## src/rtl/core/boxds_pkg.sv

```systemverilog
`timescale 1ns / 1ps

package boxds_pkg;

  localparam int MAX_WIDTH    = 4096;
  localparam int MAX_HEIGHT   = 4096;
  localparam int LINE_DEPTH   = MAX_WIDTH / 2;

  localparam int DIM_W        = 13;
  localparam int COL_W        = $clog2(MAX_WIDTH);
  localparam int ROW_W        = $clog2(MAX_HEIGHT);
  localparam int SLOT_W       = $clog2(LINE_DEPTH);
  localparam int PIX_W        = 8;
  localparam int PAIR_W       = PIX_W + 1;
  localparam int SUM_W        = PIX_W + 2;

  localparam int APB_DATA_W   = 32;
  localparam int APB_ADDR_W   = 3;

  // register index codes
  localparam logic REG_WIDTH  = 1'b0;
  localparam logic REG_HEIGHT = 1'b1;

  localparam logic [DIM_W-1:0] WIDTH_RESET  = DIM_W'(640);
  localparam logic [DIM_W-1:0] HEIGHT_RESET = DIM_W'(480);

  // raster position plus end-of-row / end-of-frame look-ahead
  typedef struct packed {
    logic [COL_W-1:0] col;
    logic [ROW_W-1:0] row;
    logic             row_last;
    logic             frame_last;
  } pos_t;

  function automatic logic [DIM_W-1:0] clamp_dim(input logic [DIM_W-1:0] v,
                                                 input logic [DIM_W-1:0] hi);
    logic [DIM_W-1:0] res;
    if (v < DIM_W'(2)) begin
      res = DIM_W'(2);
    end else if (v > hi) begin
      res = hi;
    end else begin
      res = v;
    end
    return res;
  endfunction

endpackage

```

## src/rtl/core/boxds_pos.sv

```systemverilog
`timescale 1ns / 1ps

module boxds_pos (
  input  logic                        clk,
  input  logic                        rst_n,
  input  logic                        advance,
  input  logic                        restart,
  input  logic [boxds_pkg::DIM_W-1:0] width_cfg,
  input  logic [boxds_pkg::DIM_W-1:0] height_cfg,
  output boxds_pkg::pos_t             pos
);

  localparam int DW = boxds_pkg::DIM_W;

  logic [boxds_pkg::COL_W-1:0] col_r, col_nxt;
  logic [boxds_pkg::ROW_W-1:0] row_r, row_nxt;
  logic [DW-1:0]               w, h;
  logic [DW-1:0]               col_inc, row_inc;

  assign w = boxds_pkg::clamp_dim(width_cfg,  DW'(boxds_pkg::MAX_WIDTH));
  assign h = boxds_pkg::clamp_dim(height_cfg, DW'(boxds_pkg::MAX_HEIGHT));

  assign col_inc = DW'(col_r) + DW'(1);
  assign row_inc = DW'(row_r) + DW'(1);

  always_comb begin
    col_nxt = col_r;
    row_nxt = row_r;
    if (restart) begin
      col_nxt = '0;
      row_nxt = '0;
    end else if (advance) begin
      if (col_inc >= w) begin
        col_nxt = '0;
        row_nxt = (row_inc >= h) ? '0 : row_inc[boxds_pkg::ROW_W-1:0];
      end else begin
        col_nxt = col_inc[boxds_pkg::COL_W-1:0];
      end
    end
  end

  always_ff @(posedge clk) begin
    if (!rst_n) begin
      col_r <= '0;
      row_r <= '0;
    end else begin
      col_r <= col_nxt;
      row_r <= row_nxt;
    end
  end

  // last pair of a row / last pair row of a frame
  assign pos.col        = col_r;
  assign pos.row        = row_r;
  assign pos.row_last   = ((DW + 1)'(col_r) + (DW + 1)'(2)) >= (DW + 1)'(w);
  assign pos.frame_last = ((DW + 1)'(row_r) + (DW + 1)'(2)) >= (DW + 1)'(h);

endmodule

```

## config.mk

```make
export PLATFORM = sky130hd
export DESIGN_NAME = boxds_pos
export DESIGN_NICKNAME = d
export VERILOG_FILES = /design/src/rtl/core/boxds_pkg.sv /design/src/rtl/core/boxds_pos.sv
export SDC_FILE = /design/constraint.sdc
export NUM_CORES = 1
export LEC_CHECK = 0
export BUFFER_PORTS_ARGS = -buffer_cell sky130_fd_sc_hd__buf_2
export CAP_MARGIN = 15
export CORE_ASPECT_RATIO = 1.75
export CORE_UTILIZATION = 40
export CTS_CLUSTER_SIZE = 20
export DETAILED_ROUTE_END_ITERATION = 10
export GPL_TIMING_DRIVEN = 0
export PLACE_DENSITY = 0.62
export SYNTH_ARGS = -nofsm -noshare
export SYNTH_HDL_FRONTEND = slang
export SYNTH_SLANG_ARGS = --single-unit
```

## constraint.sdc

```tcl
create_clock -name clk -period 3 [get_ports clk]
set_input_delay 0.3 -clock clk [delete_from_list [all_inputs] [get_ports clk]]
set_output_delay 0.3 -clock clk [all_outputs]
set_load 0.02 [all_outputs]
```

==> flow_metrics.env <==
export IMPL_fmax_mhz=343
export IMPL_ys_ff_latch=24
export IMPL_first_iter_violations=80
export IMPL_worst_slew_pin_slew_ps=561
export IMPL_crit_arrival_ps=3120
export IMPL_vias=2887
export IMPL_p_total_mw=0.770
export IMPL_synth_top_area_frac=0.242
export IMPL_layout_drive_gt1_share=0.331
export IMPL_syn_to_final_growth_pct=31.8
export IMPL_power_density_mw_per_mm2=202
export IMPL_htreeDepth=1
export IMPL_initial_core_util=0.419
export IMPL_synthDistinctLibCells=47
export IMPL_grt_pass1_wl_um=12500
export IMPL_period_minus_slack_ps=2910
export IMPL_drv_cap=0
export IMPL_status="finished, final reports clean"
export IMPL_synthTopCellsByCount="ha_1, nand2_1, nor2_1"
export IMPL_hp_class="flip-flop to flip-flop"
export IMPL_die_y_um=115
export IMPL_gp_congestion=0.865
export IMPL_synthesis_area_sq_mm=0.00290
export IMPL_firstDrtPassIters=4
export IMPL_synth_warnings=0
export IMPL_finalSetupViolCount=0
export IMPL_hpwlAfterDp_um=6200
export IMPL_grt_max_degree=13
export IMPL_drv_slew=0
export IMPL_path_class="flip-flop to flip-flop"
export IMPL_fin_hold_ws_ps=498
export IMPL_slew_headroom=0.626
export IMPL_coreArea_sq_mm=0.00691
export IMPL_yosysMostFrequentCell="ha_1"
export IMPL_syn_nets=457
export IMPL_synth_main_ff_cell="dfxtp_1"
export IMPL_path_clk_slew_ps=60
export IMPL_finalClockSkew_ps=1.17
export IMPL_ys_seq_area_frac=0.166
export IMPL_synthArstFlopShare=0
export IMPL_remaining_drc_errors=0
export IMPL_detail_route_antenna_nets=0
export IMPL_dieArea_sq_mm=0.00760
export IMPL_wl_per_cell_um=14.9
export IMPL_via_per_inst=5.50
export IMPL_grt_overflow=0
export IMPL_crit_fanout=6
export IMPL_cts_sinks=24
export IMPL_antenna_found_initial=0
export IMPL_synth_top_cells_by_area="ha_1, dfxtp_1, xnor2_1"
export IMPL_p_leak_nw=1.74
export IMPL_critPathCaptureType="flip-flop"
export IMPL_min_period_over_period=0.972
export IMPL_grt_usage=0.215
export IMPL_synth_edf_count=0
export IMPL_rsz0062_at_grt="yes"
export IMPL_hold_viol_final=0
export IMPL_ios=56
export IMPL_final_nets=529
export IMPL_n_antenna_cell=0
export IMPL_io_buffers=55
export IMPL_ir_drop_mv=0.166
export IMPL_cp_start_kind="flip-flop"
export IMPL_yosys_area_top_type="ha_1"
export IMPL_ctsHoldBuffers=0
export IMPL_cts_root_buffer="clkbuf_16"
export IMPL_max_clock_path_buffers=2
export IMPL_wirelength_um=7850
export IMPL_num_rows=40
export IMPL_cts_tree="built"
export IMPL_grt_pass1_vias=2916
export IMPL_clk_latency_ps=260
export IMPL_critical_path_required_ps=3210
export IMPL_die_x_um=66.3
export IMPL_syn_inst=371
export IMPL_syn_avg_cell_area_sq_um=7.80
export IMPL_numCtsBuffers=3
## area by class of cell
| class | count | area [sq um] |
|---|---|---|
| Buffer | 12 | 82.6 |
| Clock buffer | 3 | 75.1 |
| Fill cell | 676 | 3090 |
| Inverter | 11 | 41.3 |
| Multi-Input combinational cell | 319 | 2610 |
| Sequential cell | 24 | 505 |
| Tap cell | 84 | 105 |
| Timing Repair Buffer | 72 | 400 |
## critical path: stages (launching register included)
cell and delay (ps):
dfxtp_4 380, ha_2 210, and3_4 240, nand3_4 140
xnor2_1 160, ha_1 320, a21oi_1 210, o21ai_2 120
a211o_1 340, a221oi_4 310, buf_2 260, a22o_2 160
## repair_timing
action	CTS	global route
cloned	1	0
setup buffers	6	10
endpoints found under the setup margin	26	26
pin swaps	10	20
resized for setup	38	53
endpoints found under the hold margin	0	0
## final timing paths
| check | from | end | slack [ps] | cells after the start |
|---|---|---|---|---|
| max | row_r[0]$_SDFFE_PP0P_ | row_r[9]$_SDFFE_PP0P_ | 90 | 11 |
| min reg2reg | row_r[6]$_SDFFE_PP0P_ | row_r[6]$_SDFFE_PP0P_ | 500 | 2 |
| max reg2reg | row_r[0]$_SDFFE_PP0P_ | row_r[9]$_SDFFE_PP0P_ | 90 | 11 |
| min | row_r[6]$_SDFFE_PP0P_ | row_r[6]$_SDFFE_PP0P_ | 500 | 2 |
## cells by family (layout without fill, tap and decap cells)
| group | count (synthesis) | in the layout | share of synthesized area |
|---|---|---|---|
| buffers and inverters | 28 | 98 | 0.0415 |
| muxes | 1 | 1 | 0.00346 |
| adders and majority gates | 56 | 56 | 0.242 |
| xor gates and xnor gates | 48 | 48 | 0.145 |
| DFF | 24 | 24 | 0.166 |
| AOI/OAI and AO/OA | 63 | 63 | 0.156 |
| and+or+nand+nor | 151 | 151 | 0.246 |
## state kept, by name, summed over array words and instances (netlist names)
signal and flops:
row_r 12, col_r 12
## per-stage QoR
stage               cell area [sq um]  std cells  setup TNS [ps]  utilization  setup WS [ps]
finish                           3810        525               0        0.552           85.2
global route                     3810        525            -218        0.552          -50.2
CTS                              3550        517               0        0.514           2.17
detailed placement               3280        510          -14720        0.474           -653
global placement                 3280        510          -14350        0.474           -637
floorplan                        2900        371               0            -           5.94
## cell usage in the layout (no fill, tap or decap), types with 7 or more instances in the layout
master | Yosys | final
buf_2 | 6 | 57
ha_1 | 56 | 52
nand4_1 | 9 | 9
nand3_1 | 19 | 12
dfxtp_1 | 24 | 14
o21ai_0 | 11 | 7
a21oi_1 | 14 | 11
nor3_1 | 9 | 7
nand2_1 | 50 | 47
nor2_1 | 31 | 26
inv_1 | 11 | 11
xnor2_1 | 24 | 24
buf_4 | 0 | 17
xor2_1 | 24 | 24
## layer usage
metal / vias to the layer above / track usage / part of all wire
met5: - / 0 / 0
met3: 23 / 0.0209 / 0.026
met2: 69 / 0.424 / 0.57
met1: 1328 / 0.194 / 0.36
li1: 1467 / - / -
met4: 0 / 0.145 / 0.047
## report_power, final
part	switching (mW)	total [mW]	leakage [nW]	internal [mW]
logic	0.0966	0.166	1.51	0.0690
clock network	0.110	0.287	0.0370	0.176
registers	0.00172	0.317	0.200	0.316
No activity file was read; power rests on OpenSTA's default activity.
